$ cat src/ipid_pkg.sv
// Shared types and constants of the incremental PID controller.
package ipid_pkg;

  localparam int WIDE_W     = 68;
  localparam int OP_W       = 33;
  localparam int PROD_W     = 2 * OP_W;
  localparam int DIVD_W     = 64;
  localparam int DIVR_W     = 32;
  localparam int DIV_RADIX  = 2;
  localparam int DIV_STEPS  = DIVD_W / DIV_RADIX;
  localparam int DIV_CNT_W  = $clog2(DIV_STEPS);
  localparam int CFG_IDX_W  = 4;

  typedef logic signed [WIDE_W-1:0] wide_t;
  typedef logic signed [OP_W-1:0]   op_t;
  typedef logic signed [PROD_W-1:0] prod_t;

  localparam logic [CFG_IDX_W-1:0] REG_PROP_GAIN     = 4'd0;
  localparam logic [CFG_IDX_W-1:0] REG_INTEG_GAIN    = 4'd1;
  localparam logic [CFG_IDX_W-1:0] REG_DERIV_GAIN    = 4'd2;
  localparam logic [CFG_IDX_W-1:0] REG_DEADBAND      = 4'd3;
  localparam logic [CFG_IDX_W-1:0] REG_UPPER_LIMIT   = 4'd4;
  localparam logic [CFG_IDX_W-1:0] REG_LOWER_LIMIT   = 4'd5;
  localparam logic [CFG_IDX_W-1:0] REG_STICTION_BAND = 4'd6;
  localparam logic [CFG_IDX_W-1:0] REG_WINDUP_LIMIT  = 4'd7;

  typedef enum logic [14:0] {
    S_IDLE  = 15'h0001,
    S_PREP  = 15'h0002,
    S_MP    = 15'h0004,
    S_MI    = 15'h0008,
    S_MT    = 15'h0010,
    S_MT2   = 15'h0020,
    S_MIS   = 15'h0040,
    S_MD    = 15'h0080,
    S_DIV   = 15'h0100,
    S_DSAT  = 15'h0200,
    S_SUM   = 15'h0400,
    S_APPLY = 15'h0800,
    S_CLAMP = 15'h1000,
    S_STIC  = 15'h2000,
    S_EMIT  = 15'h4000
  } state_t;

endpackage

$ cat src/ipid_mul.sv
// Shared signed multiplier with registered product.
module ipid_mul (
  input  logic           clk,
  input  ipid_pkg::op_t   a,
  input  ipid_pkg::op_t   b,
  output ipid_pkg::prod_t p
);
  import ipid_pkg::*;

  always_ff @(posedge clk) begin
    p <= prod_t'(a) * prod_t'(b);
  end

endmodule

$ cat config.mk
export PLATFORM = sky130hd
export DESIGN_NAME = ipid_mul
export DESIGN_NICKNAME = d
export VERILOG_FILES = /design/src/ipid_pkg.sv /design/src/ipid_mul.sv
export SDC_FILE = /design/constraint.sdc
export NUM_CORES = 2
export LEC_CHECK = 0
export ABC_AREA = 1
export BUFFER_PORTS_ARGS = -buffer_cell sky130_fd_sc_hd__buf_4
export CAP_MARGIN = 15
export CELL_PAD_IN_SITES_DETAIL_PLACEMENT = 0
export CELL_PAD_IN_SITES_GLOBAL_PLACEMENT = 2
export CORE_AREA = 10 10 390 279
export CTS_BUF_LIST = sky130_fd_sc_hd__clkbuf_16
export DETAILED_ROUTE_END_ITERATION = 10
export DIE_AREA = 0 0 400 289
export GPL_TIMING_DRIVEN = 0
export PLACE_DENSITY_LB_ADDON = 0.1
export SLEW_MARGIN = 15
export SYNTH_ARGS = -nofsm -noshare
export SYNTH_HDL_FRONTEND = slang
export SYNTH_SLANG_ARGS = --single-unit
$ cat constraint.sdc
create_clock -name clk -period 13 [get_ports clk]
set_input_delay 2.6 -clock clk [delete_from_list [all_inputs] [get_ports clk]]
set_output_delay 2.6 -clock clk [all_outputs]
set_load 0.1 [all_outputs]
# Word-level counts from Yosys, hierarchy flattened
# Cells that the tools add are included.
[word_totals] reg_bits=66 input_bits=67 out_inout_bits=66 wordCells=2
[op_classes] n_mul=1
[op_table] cell="$mul 33x33->66" count=1

# Logic depth before layout (Yosys ltp)
[logic_depth] depth_word=1 depth_mapped=34 mapped_depth_nobuf=32

# Worst setup path before layout
# OpenSTA, ideal clock, no wires.
[synth_path] path_kind="input to register" start="input port a[32]" end="register p[60]" setup_ns=0.113 arrival_ns=9.243 required_ns=12.887 setup_slack_ns=3.644 cell_stages=23 n_path_buf=2 cell_sequence="clkbuf_1 > clkbuf_1 > nand2_1 > inv_1 > fa_1 > fa_1 > fa_1 > fa_1 > inv_1 > fa_1 > fa_1 > fa_1 > fa_1 > inv_1 > ha_1 > nand2_1 > nor2_1 > inv_1 > nor3_1 > nand2_1 > and2_0 > nand4_1 > nand2_1"
[synth_via] elab_chain_len=1
[synth_rtl] item="from (decl)" line="ipid_mul.sv:4" source="input ipid_pkg::op_t a,"
[synth_rtl] item="$mul 33x33->66" line="ipid_mul.sv:11" source="p <= prod_t'(a) * prod_t'(b);"
[synth_rtl] item="to (signal assigned)" line="ipid_mul.sv:11"
[synth_rtl] item="to (decl)" line="ipid_mul.sv:6" source="output ipid_pkg::prod_t p"
# No other way between the ends.

# Final worst setup path
[layout_path] start="input port b[11]" end="register p[57]"
[layout_via] elab_chain_len=1
[layout_rtl] item="from (decl)" line="ipid_mul.sv:5" source="input ipid_pkg::op_t b,"
[layout_rtl] item="$mul 33x33->66" line="ipid_mul.sv:11"
# No other way between the ends.

==> run summary <==
final setup TNS - 0 ns
clk root buf - clkbuf_16
Post-synth EDFFs - 0
max_cap viols - 0
ratio of cells with drive above 1 in the final layout - 0.0316
Post-CTS Resized - 0
Critical Path Max Stage Delay - 0.90 ns
drt initial violations - 3701
nets@finish - 7057
Setup crit start kind - primary input
setup violators final - 0
die width - 400 um
min Tclk post-route - 11.56 ns
CTS sink cnt - 66
Final GP Congestion - 0.994
Non-Filler Instances - 6986
Die Ht - 289 um
via count - 34.9k
Netlist cell types - 35
CP max stage cell - clkbuf_1
largest register by flop count - p
Initial Util - 0.427
Hold Crit Start - a[0]
area growth from synthesis to layout - 6.22%
total wire length - 184000 um
hpwl dp - 158000 um
TritonCTS Buffers - 9
flip-flop count of the largest register after layout - 66
H-tree Lvls - 3
Final Hold Vio Count - 0
DRC errors left - 0
Main synth FF type - dfxtp_1
IO Port Bufs - 67
Die ar. - 116000 um2
worst hold path endpoint - p[0]$_DFF_P_
synthesis-stage register bit count - 66
initial antenna violation count - 10
Synthesized Nets - 6972
Slew @ Worst Pin - 1.37 ns
CTS Buffer Depth - 2
Setup Crit Path Kind - in2reg
Routed Antenna Nets - 0
total core area - 101000 um2
number of detailed-route iterations in the first pass - 5
drt via density - 5.00
GRT Overall Usage - 0.324
Synth Cell Area - 43200 um2
ys async rst share - 0
CTS tree - built
Max Fanout on Critical Path - 10
max frequency - 0.0865 GHz
relative slew slack - 0.0838
Slew Viols, Final - 0
largest registers - p x66
area leader, netlist - fa_1
Arr. time, crit path - 11.81 ns
most used cell, CP - fa_1
cell chain of the critical path - clkbuf_1, clkbuf_1, nand2_1, fa_1, fa_1, fa_1, inv_1, fa_1, fa_1, fa_1, fa_1, inv_1, fa_1, inv_1, ha_1, nand2_1, nor2_1, nand3_1, nor2_1, o21ai_0, nand4_1, nand2_1
first-pass GRT wire length - 265000 um
RSZ-0062 raised after global routing - no
Filler cells - 10.5k
Worst Hold Class - in2reg
Wirelength per Cell - 26.3 um
post-synth top area share - 0.531
Crit path required time - 13.24 ns
Placed Cells incl. Taps - 6964
Area contributors post-synth - fa_1, inv_1, nand2_1
Final period util - 0.889
# rows - 98
post-CTS setup buffer count - 0
Post-CTS Hold Buffers - 0
mean area per synthesized cell - 7.79 um2
Ports - 133
sequential-to-total area share from yosys stat - 0.0306
Ys Warns - 0
post-synthesis cell count - 5543
WHS Path Cells - 3
clock-pin slew on the worst setup and hold paths - 0.06 ns
Worst setup EP type - flip-flop
vias in the first global route - 36.8k
total gr overflow - 0
largest net degree at the start of global routing - 19
outcome - completed
layer usage:
metal / vias up / wire length [um] / global-route usage
li1: 15174 / - / -
met1: 18002 / 80300 / 0.469
met2: 1544 / 79700 / 0.501
met3: 176 / 18700 / 0.0626
met4: 0 / 5080 / 0.0728
met5: - / 0 / 0
cell families after synthesis:
family | count (synthesis) | synth area share
flip-flops | 66 | 0.0306
adder cells (fa/ha/maj) | 1362 | 0.594
AO/OA/AOI/OAI | 106 | 0.0138
buffers and inverters | 2158 | 0.188
XOR/XNOR | 41 | 0.00832
AND/OR/NAND/NOR | 1810 | 0.166
through the flow:
step	instance area [um2]	utilization	setup slack, ns	hold WS (ns)
2_1_floorplan	43200	-	3.64	2.86
3_3_place_gp	45400	0.448	0.991	3.10
3_5_place_dp	45500	0.449	1.38	3.10
4_1_cts	45800	0.453	1.66	2.87
5_1_grt	45900	0.453	1.33	2.89
6_report	45900	0.453	1.44	2.92
placed cells by master, fill, tap and decap left out, drive strengths merged, types with 14 or more instances in the layout:
master,instances
a21oi,65
fa,1145
inv,1896
nor2,154
dfxtp,66
clkbuf,271
nand2,1534
buf,75
nand4,19
ha,217
nand3,78
o21bai,14
o21ai,23
xor2,37
final cells by class:
cell class	count	area [um2]	share of cell area
clock buffer	9	225	0.00491
buffer	263	1020	0.0222
timing repair buffer	74	609	0.0133
multi-input combinational	3319	33800	0.736
antenna	3	7.51	0.000164
inverter	1895	7110	0.155
sequential	66	1320	0.0288
tap	1350	1690	0.0368
clock inverter	7	116	0.00254
worst max-delay path: cells and delay by family:
family	cells	cell delay, ns
adders and majority gates	9	5.31
buffers and inverters	5	1.92
and+or+nand+nor	7	1.72
AOI/OAI and AO/OA	1	0.22
how the worst max path moves through the flow:
stage	from	end	slack, ns	cells past startpoint
after global routing	b[11]	p[57]$_DFF_P_	1.33	22
after floorplan	a[32]	p[60]$_DFF_P_	3.64	23
after global placement	a[32]	p[63]$_DFF_P_	0.99	22
after detailed placement	b[11]	p[57]$_DFF_P_	1.38	22
after CTS	b[11]	p[57]$_DFF_P_	1.66	22
final	b[11]	p[57]$_DFF_P_	1.44	22
cells in the mapped netlist (all sizes together), types with 2 or more instances:
cell    instances
o21ai          23
fa           1145
xor2           37
nand3b          3
nor4            5
nand3          78
a21oi          65
ha            217
inv          1895
nand2        1534
xnor2           4
nand4          19
o21bai         14
or2             6
dfxtp          66
nor2          154
nor3            8
clkbuf        262
a21o            2
and2            3
Power is not shown: default switching activity piles up to over one toggle a cycle in this logic, so the estimate is an artifact.
