<file path="src/ipid_pkg.sv">
// Shared types and constants of the incremental PID controller.
package ipid_pkg;

  localparam int WIDE_W     = 68;
  localparam int OP_W       = 33;
  localparam int PROD_W     = 2 * OP_W;
  localparam int DIVD_W     = 64;
  localparam int DIVR_W     = 32;
  localparam int DIV_RADIX  = 2;
  localparam int DIV_STEPS  = DIVD_W / DIV_RADIX;
  localparam int DIV_CNT_W  = $clog2(DIV_STEPS);
  localparam int CFG_IDX_W  = 4;

  typedef logic signed [WIDE_W-1:0] wide_t;
  typedef logic signed [OP_W-1:0]   op_t;
  typedef logic signed [PROD_W-1:0] prod_t;

  localparam logic [CFG_IDX_W-1:0] REG_PROP_GAIN     = 4'd0;
  localparam logic [CFG_IDX_W-1:0] REG_INTEG_GAIN    = 4'd1;
  localparam logic [CFG_IDX_W-1:0] REG_DERIV_GAIN    = 4'd2;
  localparam logic [CFG_IDX_W-1:0] REG_DEADBAND      = 4'd3;
  localparam logic [CFG_IDX_W-1:0] REG_UPPER_LIMIT   = 4'd4;
  localparam logic [CFG_IDX_W-1:0] REG_LOWER_LIMIT   = 4'd5;
  localparam logic [CFG_IDX_W-1:0] REG_STICTION_BAND = 4'd6;
  localparam logic [CFG_IDX_W-1:0] REG_WINDUP_LIMIT  = 4'd7;

  typedef enum logic [14:0] {
    S_IDLE  = 15'h0001,
    S_PREP  = 15'h0002,
    S_MP    = 15'h0004,
    S_MI    = 15'h0008,
    S_MT    = 15'h0010,
    S_MT2   = 15'h0020,
    S_MIS   = 15'h0040,
    S_MD    = 15'h0080,
    S_DIV   = 15'h0100,
    S_DSAT  = 15'h0200,
    S_SUM   = 15'h0400,
    S_APPLY = 15'h0800,
    S_CLAMP = 15'h1000,
    S_STIC  = 15'h2000,
    S_EMIT  = 15'h4000
  } state_t;

endpackage

</file>
<file path="src/ipid_div.sv">
// Iterative unsigned divider, two quotient bits per cycle.
module ipid_div (
  input  logic              clk,
  input  logic              rst,
  input  logic              start,
  input  logic [63:0]       dividend,
  input  logic [31:0]       divisor,
  output logic              done,
  output logic [63:0]       quotient
);
  import ipid_pkg::*;

  logic                 busy;
  logic [DIV_CNT_W-1:0] cnt;
  logic [DIVR_W-1:0]    rem;
  logic [DIVR_W-1:0]    rem_next;
  logic [DIVD_W-1:0]    quo;
  logic [DIVD_W-1:0]    quo_next;
  logic [DIVR_W-1:0]    dvr;

  always_comb begin
    logic [DIVR_W:0]   t;
    logic [DIVR_W-1:0] r;
    logic [DIVD_W-1:0] q;
    r = rem;
    q = quo;
    for (int i = 0; i < DIV_RADIX; i++) begin
      t = {r, q[DIVD_W-1]};
      q = {q[DIVD_W-2:0], 1'b0};
      if (t >= {1'b0, dvr}) begin
        t = t - {1'b0, dvr};
        q[0] = 1'b1;
      end
      r = t[DIVR_W-1:0];
    end
    rem_next = r;
    quo_next = q;
  end

  always_ff @(posedge clk) begin
    if (rst) begin
      busy <= 1'b0;
      done <= 1'b0;
      cnt  <= '0;
    end else begin
      done <= 1'b0;
      if (start) begin
        busy <= 1'b1;
        cnt  <= '0;
        rem  <= '0;
        quo  <= dividend;
        dvr  <= divisor;
      end else if (busy) begin
        rem <= rem_next;
        quo <= quo_next;
        cnt <= cnt + 1'b1;
        if (cnt == DIV_CNT_W'(DIV_STEPS - 1)) begin
          busy <= 1'b0;
          done <= 1'b1;
        end
      end
    end
  end

  assign quotient = quo;

  a_no_restart: assert property (@(posedge clk) disable iff (rst) start |-> !busy)
    else $error("divider restarted while busy");
  a_rem_bound: assert property (@(posedge clk) disable iff (rst)
    (busy && dvr != '0) |-> rem < dvr)
    else $error("partial remainder not below divisor");
  a_done_idle: assert property (@(posedge clk) disable iff (rst) done |-> !busy)
    else $error("done raised while busy");

endmodule

</file>
<file path="config.mk">
export PLATFORM = sky130hd
export DESIGN_NAME = ipid_div
export DESIGN_NICKNAME = d
export VERILOG_FILES = /design/src/ipid_pkg.sv /design/src/ipid_div.sv
export SDC_FILE = /design/constraint.sdc
export NUM_CORES = 1
export LEC_CHECK = 0
export ABC_AREA = 1
export BUFFER_PORTS_ARGS = -buffer_cell sky130_fd_sc_hd__buf_2
export CAP_MARGIN = 20
export CORE_ASPECT_RATIO = 0.8
export CORE_MARGIN = 4
export CORE_UTILIZATION = 30
export DETAILED_ROUTE_END_ITERATION = 6
export HOLD_SLACK_MARGIN = 0.03
export PLACE_DENSITY_LB_ADDON = 0.3
export SYNTH_ARGS = -nofsm -noshare
export SYNTH_HDL_FRONTEND = slang
export SYNTH_SLANG_ARGS = --single-unit
export TNS_END_PERCENT = 10
</file>
<file path="constraint.sdc">
create_clock -name clk -period 11.35 [get_ports clk]
set_input_delay 2.27 -clock clk [delete_from_list [all_inputs] [get_ports clk]]
set_output_delay 2.27 -clock clk [all_outputs]
set_load 0.01 [all_outputs]
</file>
-- After elaboration in Yosys (flattened, before gate mapping)
Cells that the tools add are included.
- bits in registers: 135
- word-level logic and storage cells: 30
- output and inout port bits: 65
- bitwise operators: 2
- $lt $le $gt $ge: 2
- eq/ne operators: 1
- add/sub/neg operators: 3
- reduce and logical (&&, ||, !) cells: 5
- muxes and demuxes: 11
- operators with widths (operator ; number):
    two-way mux 64 bit ; 2
    two-way mux 32 bit ; 3
    >= comparator 33 x 32 -> 1 bit ; 2
    subtractor 32 bit ; 2
    two-way mux 1 bit ; 6
    adder 5 x 1 -> 5 bit (second input constant) ; 1
    equality test 5 bit (second input constant) ; 1
    AND reduction 2 bit ; 2
    OR reduction 3 bit ; 1
    inverter 1 bit ; 2
    nonzero test 2 bit ; 1
    OR reduction 2 bit ; 1

-- Logic depth before layout (Yosys ltp)
Gate-level depths: netlist of run 1.
- depth after elaboration: 6
- gate-level depth with buffers: 31
- depth with buffers taken out: 29

-- Least setup slack after synthesis of run 1
OpenSTA, ideal clock, no wires.
- path kind: input to register
- start point: input start
- end point: register quo[0], in the netlist quotient[0] (enable)
- arrival time: 4.519 ns
- slack: 6.382 ns
- stages: 3
- setup time: 0.449 ns
- data required time: 10.901 ns
- path through: clkbuf_1 > o21ai_0 > inv_1
- cells in the longest elaborated chain, start to end: 2
- RTL lines (element ; line ; RTL):
    from (decl) ; ipid_div.sv:5 ; input logic start,
    nonzero test 2 bit (no source line) ; -- ;
    AND reduction 2 bit (no source line) ; -- ;
    to (signal assigned) ; ipid_div.sv:51 ; quo <= dividend;
    to (signal assigned) ; ipid_div.sv:55 ; quo <= quo_next;
    to (decl) ; ipid_div.sv:17 ; logic [DIVD_W-1:0] quo;
No other way between the ends.
A chain may end at the register's enable or synchronous reset.

-- Worst setup path in the final report of run 1
- start point: register dvr[25]
- end point: register rem[8] (data pin)
- cells in the longest elaborated chain, start to end: 5
- elaborated cells on any way between the ends: 7
- RTL lines (element ; line ; RTL):
    from (decl) ; ipid_div.sv:19 ; logic [DIVR_W-1:0] dvr;
    from (signal assigned) ; ipid_div.sv:52 ; dvr <= divisor;
    >= comparator 33 x 32 -> 1 bit / subtractor 32 bit (equally long branches) ; ipid_div.sv:30, ipid_div.sv:31 ;
    two-way mux 32 bit ; ipid_div.sv:30 ; if (t >= {1'b0, dvr}) begin
    subtractor 32 bit / >= comparator 33 x 32 -> 1 bit (equally long branches) ; ipid_div.sv:31, ipid_div.sv:30 ;
    two-way mux 32 bit (*) ; ipid_div.sv:30 ;
    two-way mux 32 bit (*) ; ipid_div.sv:53 ; end else if (busy) begin
    to (signal assigned) ; ipid_div.sv:54 ; rem <= rem_next;
    to (decl) ; ipid_div.sv:15 ; logic [DIVR_W-1:0] rem;
Every way passes the cells marked *; elsewhere a longest branch is shown, timed or not. The select of a mux whose other input is x is not followed.

==> impl_results.html, run 1 <==
<table>
<tr><th>Metric</th><th>Value</th></tr>
<tr><th colspan="2">Critical path</th></tr>
<tr><td>Worst endpoint required time</td><td>11.54 ns</td></tr>
<tr><td>Critical-path maximum fanout</td><td>33</td></tr>
<tr><td>Kind of capture point of the worst setup path</td><td>flip-flop</td></tr>
<tr><td>Worst EP arrival</td><td>5.61 ns</td></tr>
<tr><td>Startpoint kind of the worst setup timing path</td><td>flip-flop</td></tr>
<tr><td>Crit Path Category</td><td>reg2reg</td></tr>
<tr><td>Setup slack of the most critical reg-to-reg path</td><td>5.93 ns</td></tr>
<tr><th colspan="2">Place</th></tr>
<tr><td>Port buffer count</td><td>163</td></tr>
<tr><td>Worst setup slack before clock tree synthesis</td><td>6.10 ns</td></tr>
<tr><td>Detailed placement HPWL</td><td>28.5 mm</td></tr>
<tr><td>Number of cells after detailed placement</td><td>2,130</td></tr>
<tr><td>GP Congestion</td><td>1.02</td></tr>
<tr><th colspan="2">Floorplan</th></tr>
<tr><td>Die span in y</td><td>177 um</td></tr>
<tr><td># rows</td><td>61</td></tr>
<tr><td>Horizontal die dimension</td><td>219 um</td></tr>
<tr><td>Die outline area</td><td>38,800 um^2</td></tr>
<tr><td>Starting density of the core</td><td>30.6%</td></tr>
<tr><td>Top-Level Pins</td><td>164</td></tr>
<tr><td>Placeable core region</td><td>35,000 um^2</td></tr>
<tr><th colspan="2">Synth</th></tr>
<tr><td>Dominant combinational cell family by area after synthesis</td><td>simple AND/OR/NAND/NOR gates</td></tr>
<tr><td>Cell types with the largest area share after synthesis</td><td>sky130_fd_sc_hd__edfxtp_1 (36%), sky130_fd_sc_hd__nand2_1 (22%), sky130_fd_sc_hd__inv_1 (7.8%)</td></tr>
<tr><td>Synth Instances</td><td>1,530</td></tr>
<tr><td>Number of flops mapped to enable cells by yosys</td><td>128</td></tr>
<tr><td>Net count of the mapped netlist</td><td>1,697</td></tr>
<tr><td>Per-instance average area after synthesis</td><td>7.01 um^2</td></tr>
<tr><td>Seq cells post-synth</td><td>135</td></tr>
<tr><td>Sequential fraction of the synthesis area</td><td>37.2%</td></tr>
<tr><td>Adder and majority gate portion of the synthesized area</td><td>8.08%</td></tr>
<tr><td>Fraction of synthesized cell area taken by the top area cell type</td><td>35.9%</td></tr>
<tr><td>Synthesized area</td><td>10,700 um^2</td></tr>
<tr><td>Simple-Gate Fraction of Synth Area</td><td>35.8%</td></tr>
<tr><td>Most instantiated flip-flop cell in the synthesis netlist</td><td>sky130_fd_sc_hd__edfxtp_1</td></tr>
<tr><td>Compound-gate portion of the synthesized area</td><td>5.18%</td></tr>
<tr><td>Multiplexer area fraction after synthesis</td><td>0%</td></tr>
<tr><td>XOR/XNOR share of the synthesized area</td><td>3.35%</td></tr>
<tr><td>Most area-hungry cell type in the Yosys netlist</td><td>sky130_fd_sc_hd__edfxtp_1</td></tr>
<tr><td>Syn. warnings</td><td>0</td></tr>
<tr><td>Ys async rst share</td><td>0%</td></tr>
<tr><td>Distinct cells, synth</td><td>39</td></tr>
<tr><th colspan="2">STA</th></tr>
<tr><td>Worst Slack Setup Final</td><td>5.93 ns</td></tr>
<tr><td>Final critical path time including I/O delays and setup</td><td>5.42 ns</td></tr>
<tr><td>Pin slew with the least headroom to its limit</td><td>0.844 ns</td></tr>
<tr><td>Post-Route Skew</td><td>0.0150 ns</td></tr>
<tr><td>Final Hold Viols</td><td>0</td></tr>
<tr><td>Worst-case headroom to the max-slew limit</td><td>43.7%</td></tr>
<tr><td>Final period utilization</td><td>47.8%</td></tr>
<tr><td>Total count of max-transition violations in the final report</td><td>0</td></tr>
<tr><td>Sum of negative setup slack</td><td>0 ns</td></tr>
<tr><td>Unrepaired setup endpoints after global routing</td><td>false</td></tr>
<tr><td>Final setup violation count</td><td>0</td></tr>
<tr><td>Maximum clock rate</td><td>0.184 GHz</td></tr>
<tr><th colspan="2">Clock tree</th></tr>
<tr><td>Number of setup buffers added after CTS</td><td>0</td></tr>
<tr><td>Number of buffers on the longest clock path</td><td>2</td></tr>
<tr><td>Sink count of the clock tree</td><td>135</td></tr>
<tr><td>Gates resized, CTS repair</td><td>0</td></tr>
<tr><td>Maximum level of the CTS H-tree</td><td>4</td></tr>
<tr><td>Worst-path clk slew</td><td>0.07 ns</td></tr>
<tr><td>CTS tree</td><td>built</td></tr>
<tr><td>Number of buffers inserted by hold repair at cts</td><td>0</td></tr>
<tr><td>Number of buffers created by CTS</td><td>17</td></tr>
<tr><td>Latest clock arrival within the worst-skew pair</td><td>0.44 ns</td></tr>
<tr><td>Buffer type at the clock tree root</td><td>sky130_fd_sc_hd__clkbuf_16</td></tr>
<tr><th colspan="2">Pwr</th></tr>
<tr><td>Total power per unit cell area</td><td>343 nW/um^2</td></tr>
<tr><td>VDD IR-drop max</td><td>0.159 mV</td></tr>
<tr><td>Power after layout</td><td>4.31 mW</td></tr>
<tr><td>Switching power summed over all nets</td><td>2.31 mW</td></tr>
<tr><td>Static Leak</td><td>6.56 nW</td></tr>
<tr><td>Seq pwr share</td><td>17.7%</td></tr>
<tr><td>Relative contribution of the clock network to total power</td><td>14.3%</td></tr>
<tr><td>Switching fraction of total power</td><td>53.6%</td></tr>
<tr><td>Combinational share of power</td><td>68.1%</td></tr>
<tr><td>Internal power component</td><td>2.00 mW</td></tr>
<tr><th colspan="2">Cells and area</th></tr>
<tr><td>Fraction of layout cells with a size suffix above 1</td><td>13.9%</td></tr>
<tr><td>Commonest non-fill, non-tap cells in the layout</td><td>sky130_fd_sc_hd__nand2_1 (625), sky130_fd_sc_hd__inv_1 (221), sky130_fd_sc_hd__buf_2 (163), sky130_fd_sc_hd__edfxtp_1 (128), sky130_fd_sc_hd__nand3_1 (110)</td></tr>
<tr><td>Area growth from synthesis to layout</td><td>17.4%</td></tr>
<tr><td>Fill cell count</td><td>3,733</td></tr>
<tr><td>FF+latch area</td><td>3980 um^2</td></tr>
<tr><td>Non-filler cells in the finished layout</td><td>2,162</td></tr>
<tr><td>Nets@finish</td><td>1,844</td></tr>
<tr><td>Area used by multi-input combinational logic</td><td>5630 um^2</td></tr>
<tr><td>Leading cell type in the layout, fill and taps excluded</td><td>sky130_fd_sc_hd__nand2_1</td></tr>
<tr><th colspan="2">Detailed routing</th></tr>
<tr><td>First DRT Iteration DRCs</td><td>1,015</td></tr>
<tr><td>Post-route ant nets</td><td>0</td></tr>
<tr><td>First-pass DRT Iterations</td><td>5</td></tr>
<tr><td>Remaining design rule violation count</td><td>0</td></tr>
<tr><td>Wirelength per Cell</td><td>16.5 um</td></tr>
<tr><td>Total Routed Length</td><td>35.7 mm</td></tr>
<tr><td>Vias per Instance</td><td>4.84</td></tr>
<tr><td>DR vias</td><td>10,500</td></tr>
<tr><th colspan="2">GRT</th></tr>
<tr><td>Initial antenna violation count</td><td>3</td></tr>
<tr><td>Number of global-route vias before repair</td><td>9,849</td></tr>
<tr><td>Largest net degree at the start of global routing</td><td>69</td></tr>
<tr><td>First-pass GRT wire length</td><td>54.8 mm</td></tr>
<tr><td>Total routing usage reported by global routing</td><td>18.2%</td></tr>
<tr><td>Remaining global-route overflow</td><td>0</td></tr>
<tr><th colspan="2">Worst hold path</th></tr>
<tr><td>Type of the worst min-delay path</td><td>reg2reg</td></tr>
<tr><th colspan="2">Outcome</th></tr>
<tr><td>Run status</td><td>completed</td></tr>
<tr><th colspan="2">Run</th></tr>
<tr><td>Max Cap Viol</td><td>0</td></tr>
</table>
[synth_stat cells (6+ instances only)]
library cell,number
sky130_fd_sc_hd__nand2_1,625
sky130_fd_sc_hd__inv_1,223
sky130_fd_sc_hd__edfxtp_1,128
sky130_fd_sc_hd__nand3_1,110
sky130_fd_sc_hd__nor2_1,75
sky130_fd_sc_hd__ha_1,66
sky130_fd_sc_hd__a21oi_1,55
sky130_fd_sc_hd__nand4_1,55
sky130_fd_sc_hd__xor2_1,26
sky130_fd_sc_hd__o21ai_0,19
sky130_fd_sc_hd__nor3_1,18
sky130_fd_sc_hd__clkbuf_1,16
sky130_fd_sc_hd__xnor2_1,15
sky130_fd_sc_hd__inv_2,13
sky130_fd_sc_hd__buf_2,9
sky130_fd_sc_hd__o21bai_1,8
sky130_fd_sc_hd__buf_4,7
sky130_fd_sc_hd__dfxtp_1,7
sky130_fd_sc_hd__nor2_2,6
[worst max-delay path, stage by stage, from the launching register on]
cell and delay (ns):
sky130_fd_sc_hd__edfxtp_1 0.36, sky130_fd_sc_hd__inv_1 0.19, sky130_fd_sc_hd__ha_1 0.37, sky130_fd_sc_hd__nand2_1 0.15
sky130_fd_sc_hd__nor2_1 0.08, sky130_fd_sc_hd__nand2_1 0.13, sky130_fd_sc_hd__nor3_1 0.06, sky130_fd_sc_hd__nand2_1 0.11
sky130_fd_sc_hd__nand2_1 0.11, sky130_fd_sc_hd__nor2_4 0.59, sky130_fd_sc_hd__nand2_4 0.36, sky130_fd_sc_hd__nand3_1 0.23
sky130_fd_sc_hd__nand2_1 0.15, sky130_fd_sc_hd__ha_1 0.37, sky130_fd_sc_hd__a21oi_1 0.21, sky130_fd_sc_hd__nand2_1 0.11
sky130_fd_sc_hd__nand2_1 0.07, sky130_fd_sc_hd__nand3_1 0.11, sky130_fd_sc_hd__a21oi_1 0.17, sky130_fd_sc_hd__nand2_1 0.10
sky130_fd_sc_hd__nand2_1 0.07, sky130_fd_sc_hd__buf_4 0.34, sky130_fd_sc_hd__nand3_4 0.40, sky130_fd_sc_hd__nand3_1 0.21
sky130_fd_sc_hd__nand2_1 0.08
[power by group through the flow]
stage	clock network (mW)	logic [mW]	registers [mW]
2_1_floorplan	0	2.13	0.749
3_3_place_gp	0	2.87	0.770
3_5_place_dp	0	2.84	0.768
4_1_cts	0.626	2.86	0.759
5_1_grt	0.644	3.26	0.770
6_report	0.615	2.93	0.762
[cell type report]
cell class / count / area share (%)
multi-input combinational: 1118 / 44.7
sequential: 135 / 31.7
inverter: 237 / 7.11
timing repair buffer: 168 / 6.88
tap: 472 / 4.69
clock buffer: 18 / 3.41
clock inverter: 13 / 1.54
antenna: 1 / 0.0199
[flip-flops by register name, summed over array words and instances, names as in the netlist]
| signal | cells |
|---|---|
| busy | 1 |
| cnt | 5 |
| done | 1 |
| dvr | 32 |
| quotient | 64 |
| rem | 32 |
[kinds of logic after synthesis]
| family | after synthesis |
|---|---|
| AOI/OAI and AO/OA | 99 |
| xor gates and xnor gates | 41 |
| adders and majority gates | 68 |
| buffers and inverters | 277 |
| DFF | 135 |
| and+or+nand+nor | 910 |
[routing by layer]
layer | vias to the layer above | part of all wire, % | global-route usage [%]
li1 | 5198 | - | -
met2 | 467 | 40 | 25.9
met3 | 41 | 9.4 | 4.82
met4 | 4 | 1.9 | 4.63
met1 | 4757 | 48 | 27.2
met5 | - | 0.059 | 0
[final timing paths]
kind            from      to  cells after the start
max          dvr[25]  rem[8]                     24
min           cnt[4]  cnt[4]                      2
max reg2reg  dvr[25]  rem[8]                     24
min reg2reg   cnt[4]  cnt[4]                      2
[stage by stage]
step | hold WS (ns) | utilization (%) | instance area [um^2]
2_1_floorplan | 0.444 | - | 10700
3_3_place_gp | 0.456 | 34.1 | 11900
3_5_place_dp | 0.466 | 34.1 | 12000
4_1_cts | 0.476 | 35.9 | 12600
5_1_grt | 0.521 | 35.9 | 12600
6_report | 0.475 | 35.9 | 12600
Power figures use the tool's default switching activity.
==> inputs of run 2 (changes only) <==
--- a/config.mk
+++ b/config.mk
@@ -5,7 +5,7 @@
 export SDC_FILE = /design/constraint.sdc
 export NUM_CORES = 1
 export LEC_CHECK = 0
-export ABC_AREA = 1
+export ABC_AREA = 0
 export BUFFER_PORTS_ARGS = -buffer_cell sky130_fd_sc_hd__buf_2
 export CAP_MARGIN = 20
 export CORE_ASPECT_RATIO = 0.8
==> constraint.sdc (replaced) <==
create_clock -name clk -period 4.7 [get_ports clk]
set_input_delay 0.94 -clock clk [delete_from_list [all_inputs] [get_ports clk]]
set_output_delay 0.94 -clock clk [all_outputs]
set_load 0.01 [all_outputs]
==> impl_results.html, run 2 <==
<table>
<tr><th>Metric</th><th>Value</th></tr>
<tr><th colspan="2">Cells and area</th></tr>
<tr><td>Area growth from synthesis to layout</td><td>49.4%</td></tr>
<tr><td>Fill cell count</td><td>2,929</td></tr>
<tr><td>Max FFs per register</td><td>64</td></tr>
<tr><td>Commonest non-fill, non-tap cells in the layout</td><td>sky130_fd_sc_hd__buf_4 (258), sky130_fd_sc_hd__buf_2 (162), sky130_fd_sc_hd__edfxtp_1 (128), sky130_fd_sc_hd__mux2_2 (78), sky130_fd_sc_hd__nor2_1 (59)</td></tr>
<tr><td>Nets@finish</td><td>1,453</td></tr>
<tr><td>FF+latch area</td><td>3980 um^2</td></tr>
<tr><td>Share of the core filled with cells</td><td>45.6%</td></tr>
<tr><td>Area used by multi-input combinational logic</td><td>5530 um^2</td></tr>
<tr><td>Non-filler cells in the finished layout</td><td>1,713</td></tr>
<tr><td>Fraction of layout cells with a size suffix above 1</td><td>49.5%</td></tr>
<tr><td>Leading cell type in the layout, fill and taps excluded</td><td>sky130_fd_sc_hd__buf_4</td></tr>
<tr><th colspan="2">Synth</th></tr>
<tr><td>Ys async rst share</td><td>0%</td></tr>
<tr><td>Cell types with the largest area share after synthesis</td><td>sky130_fd_sc_hd__edfxtp_1 (41%), sky130_fd_sc_hd__ha_1 (8.9%), sky130_fd_sc_hd__mux2_2 (8.3%)</td></tr>
<tr><td>Distinct cells, synth</td><td>72</td></tr>
<tr><td>Most common cell in the netlist</td><td>sky130_fd_sc_hd__edfxtp_1</td></tr>
<tr><td>Syn. warnings</td><td>0</td></tr>
<tr><td>Number of flops mapped to enable cells by yosys</td><td>128</td></tr>
<tr><td>Sequential fraction of the synthesis area</td><td>43.0%</td></tr>
<tr><td>Seq cells post-synth</td><td>135</td></tr>
<tr><td>Most area-hungry cell type in the Yosys netlist</td><td>sky130_fd_sc_hd__edfxtp_1</td></tr>
<tr><td>Top cell types by occurrence after synthesis</td><td>sky130_fd_sc_hd__edfxtp_1 (128), sky130_fd_sc_hd__mux2_2 (68), sky130_fd_sc_hd__ha_1 (66)</td></tr>
<tr><td>Per-instance average area after synthesis</td><td>10.9 um^2</td></tr>
<tr><td>Synth Instances</td><td>852</td></tr>
<tr><td>Net count of the mapped netlist</td><td>1,019</td></tr>
<tr><td>Fraction of synthesized cell area taken by the top area cell type</td><td>41.5%</td></tr>
<tr><td>Most instantiated flip-flop cell in the synthesis netlist</td><td>sky130_fd_sc_hd__edfxtp_1</td></tr>
<tr><td>Synthesized area</td><td>9270 um^2</td></tr>
<tr><th colspan="2">Critical path</th></tr>
<tr><td>Worst endpoint required time</td><td>4.86 ns</td></tr>
<tr><td>Critical-path maximum fanout</td><td>8</td></tr>
<tr><td>Crit Path Category</td><td>reg2reg</td></tr>
<tr><td>Worst EP arrival</td><td>5.58 ns</td></tr>
<tr><td>Kind of capture point of the worst setup path</td><td>flip-flop</td></tr>
<tr><td>Startpoint kind of the worst setup timing path</td><td>flip-flop</td></tr>
<tr><th colspan="2">Detailed routing</th></tr>
<tr><td>Total Routed Length</td><td>30.3 mm</td></tr>
<tr><td>First-pass DRT Iterations</td><td>4</td></tr>
<tr><td>Vias per Instance</td><td>4.82</td></tr>
<tr><td>Post-route ant nets</td><td>0</td></tr>
<tr><td>First DRT Iteration DRCs</td><td>451</td></tr>
<tr><td>Wirelength per Cell</td><td>17.7 um</td></tr>
<tr><td>DR vias</td><td>8,258</td></tr>
<tr><td>Remaining design rule violation count</td><td>0</td></tr>
<tr><th colspan="2">Clock tree</th></tr>
<tr><td>Sink count of the clock tree</td><td>135</td></tr>
<tr><td>Number of buffers created by CTS</td><td>17</td></tr>
<tr><td>Number of buffers inserted by hold repair at cts</td><td>0</td></tr>
<tr><td>Worst-path clk slew</td><td>0.07 ns</td></tr>
<tr><td>Buffer type at the clock tree root</td><td>sky130_fd_sc_hd__clkbuf_16</td></tr>
<tr><td>CTS tree</td><td>built</td></tr>
<tr><td>Latest clock arrival within the worst-skew pair</td><td>0.44 ns</td></tr>
<tr><td>Number of buffers on the longest clock path</td><td>2</td></tr>
<tr><td>Maximum level of the CTS H-tree</td><td>4</td></tr>
<tr><th colspan="2">Place</th></tr>
<tr><td>Number of cells after detailed placement</td><td>1,638</td></tr>
<tr><td>GP Congestion</td><td>0.921</td></tr>
<tr><td>Worst setup slack before clock tree synthesis</td><td>-0.992 ns</td></tr>
<tr><td>Detailed placement HPWL</td><td>22.8 mm</td></tr>
<tr><td>Port buffer count</td><td>163</td></tr>
<tr><th colspan="2">STA</th></tr>
<tr><td>Post-Route Skew</td><td>0.0201 ns</td></tr>
<tr><td>Total count of max-transition violations in the final report</td><td>0</td></tr>
<tr><td>Final period utilization</td><td>115%</td></tr>
<tr><td>Final setup violation count</td><td>33</td></tr>
<tr><td>Final Hold Viols</td><td>0</td></tr>
<tr><td>Pin slew with the least headroom to its limit</td><td>0.883 ns</td></tr>
<tr><td>Maximum clock rate</td><td>0.184 GHz</td></tr>
<tr><td>Unrepaired setup endpoints after global routing</td><td>true</td></tr>
<tr><td>Final critical path time including I/O delays and setup</td><td>5.42 ns</td></tr>
<tr><td>Worst Slack Setup Final</td><td>-0.723 ns</td></tr>
<tr><td>Sum of negative setup slack</td><td>-22.54 ns</td></tr>
<tr><td>Worst-case headroom to the max-slew limit</td><td>41.1%</td></tr>
<tr><th colspan="2">Floorplan</th></tr>
<tr><td>Placeable core region</td><td>30,400 um^2</td></tr>
<tr><td>Die span in y</td><td>165 um</td></tr>
<tr><td># rows</td><td>57</td></tr>
<tr><td>Top-Level Pins</td><td>164</td></tr>
<tr><td>Starting density of the core</td><td>30.5%</td></tr>
<tr><td>Die outline area</td><td>33,800 um^2</td></tr>
<tr><td>Horizontal die dimension</td><td>205 um</td></tr>
<tr><th colspan="2">GRT</th></tr>
<tr><td>Initial antenna violation count</td><td>4</td></tr>
<tr><td>Largest net degree at the start of global routing</td><td>71</td></tr>
<tr><td>Remaining global-route overflow</td><td>0</td></tr>
<tr><td>Number of global-route vias before repair</td><td>8,415</td></tr>
<tr><td>First-pass GRT wire length</td><td>46.9 mm</td></tr>
<tr><td>Total routing usage reported by global routing</td><td>17.9%</td></tr>
<tr><th colspan="2">Outcome</th></tr>
<tr><td>Run status</td><td>finished with violations</td></tr>
<tr><td>Violated checks</td><td>setup timing</td></tr>
<tr><th colspan="2">Worst hold path</th></tr>
<tr><td>Type of the worst min-delay path</td><td>reg2reg</td></tr>
<tr><th colspan="2">Pwr</th></tr>
<tr><td>Total power per unit cell area</td><td>975 nW/um^2</td></tr>
<tr><td>Static Leak</td><td>6.05 nW</td></tr>
<tr><td>Power after layout</td><td>13.5 mW</td></tr>
<tr><td>VDD IR-drop max</td><td>0.547 mV</td></tr>
<tr><th colspan="2">Run</th></tr>
<tr><td>Max Cap Viol</td><td>0</td></tr>
</table>
[run 2: layout make-up]
class,count,area share (%)
clock buffer,18,3.17
multi-input combinational,641,39.9
timing repair buffer,439,22.1
tap,413,3.73
clock inverter,14,0.903
inverter,52,1.41
antenna,1,0.0181
sequential,135,28.8
[run 2: worst max-delay path: stages, from the launching register on]
cell	delay [ns]
sky130_fd_sc_hd__edfxtp_1	0.43
sky130_fd_sc_hd__ha_4	0.24
sky130_fd_sc_hd__a21o_1	0.21
sky130_fd_sc_hd__a21oi_2	0.18
sky130_fd_sc_hd__buf_4	0.15
sky130_fd_sc_hd__a31oi_4	0.10
sky130_fd_sc_hd__a2111oi_4	0.41
sky130_fd_sc_hd__nor3_2	0.11
sky130_fd_sc_hd__a211oi_4	0.29
sky130_fd_sc_hd__o221ai_4	0.26
sky130_fd_sc_hd__buf_8	0.22
sky130_fd_sc_hd__mux2_4	0.32
sky130_fd_sc_hd__ha_4	0.22
sky130_fd_sc_hd__a21oi_2	0.12
sky130_fd_sc_hd__o211ai_1	0.10
sky130_fd_sc_hd__or4b_4	0.55
sky130_fd_sc_hd__a21oi_2	0.17
sky130_fd_sc_hd__o21ai_2	0.08
sky130_fd_sc_hd__nand2_1	0.10
sky130_fd_sc_hd__or3_1	0.11
sky130_fd_sc_hd__o2111a_2	0.26
sky130_fd_sc_hd__buf_6	0.13
sky130_fd_sc_hd__buf_12	0.13
sky130_fd_sc_hd__mux2i_1	0.20
sky130_fd_sc_hd__nor2_1	0.05
[run 2: kinds of logic after synthesis]
| group | count (synthesis) | share of synthesized area (%) |
|---|---|---|
| AND/OR/NAND/NOR | 205 | 10.7 |
| AO/OA/AOI/OAI | 190 | 13.7 |
| flip-flops | 135 | 43.0 |
| multiplexers | 117 | 13.8 |
| buffers and inverters | 76 | 3.67 |
| adder cells (fa/ha/maj) | 68 | 9.34 |
| XOR/XNOR | 61 | 5.76 |
[run 2: layer usage]
layer / vias up / global-route usage, % / part of all wire [%]
met5: - / 0 / 0.096
met4: 6 / 3.65 / 1.1
met3: 28 / 5.51 / 7.5
met2: 267 / 27.8 / 44
met1: 3890 / 24.7 / 47
li1: 4067 / - / -
[run 2: repair_timing]
action,in CTS,in global routing
gates resized for setup,103,15
cloned,2,0
pin swaps,37,15
setup endpoints to repair,33,33
setup buffers,34,6
[run 2: path summary, 6_finish.rpt]
kind,from,to,slack (ns),cells past startpoint
max,rem[5],rem[12],-0.72,24
min,cnt[3],cnt[3],0.51,2
max reg2reg,rem[5],rem[12],-0.72,24
min reg2reg,cnt[3],cnt[3],0.51,2
[run 2: per-stage QoR]
stage	instance area [um^2]	hold WS, ns
3_3_place_gp	12300	0.489
3_5_place_dp	12300	0.491
4_1_cts	13700	0.512
5_1_grt	13800	0.544
6_report	13900	0.507
2_1_floorplan	9270	0.467
[run 2: report_power, final]
part           internal [mW]  total (mW)  switching [mW]
Sequential              1.69        1.83           0.144
Combinational           5.48        10.3            4.85
Clock                  0.713        1.34           0.626
Total                   7.88        13.5            5.62
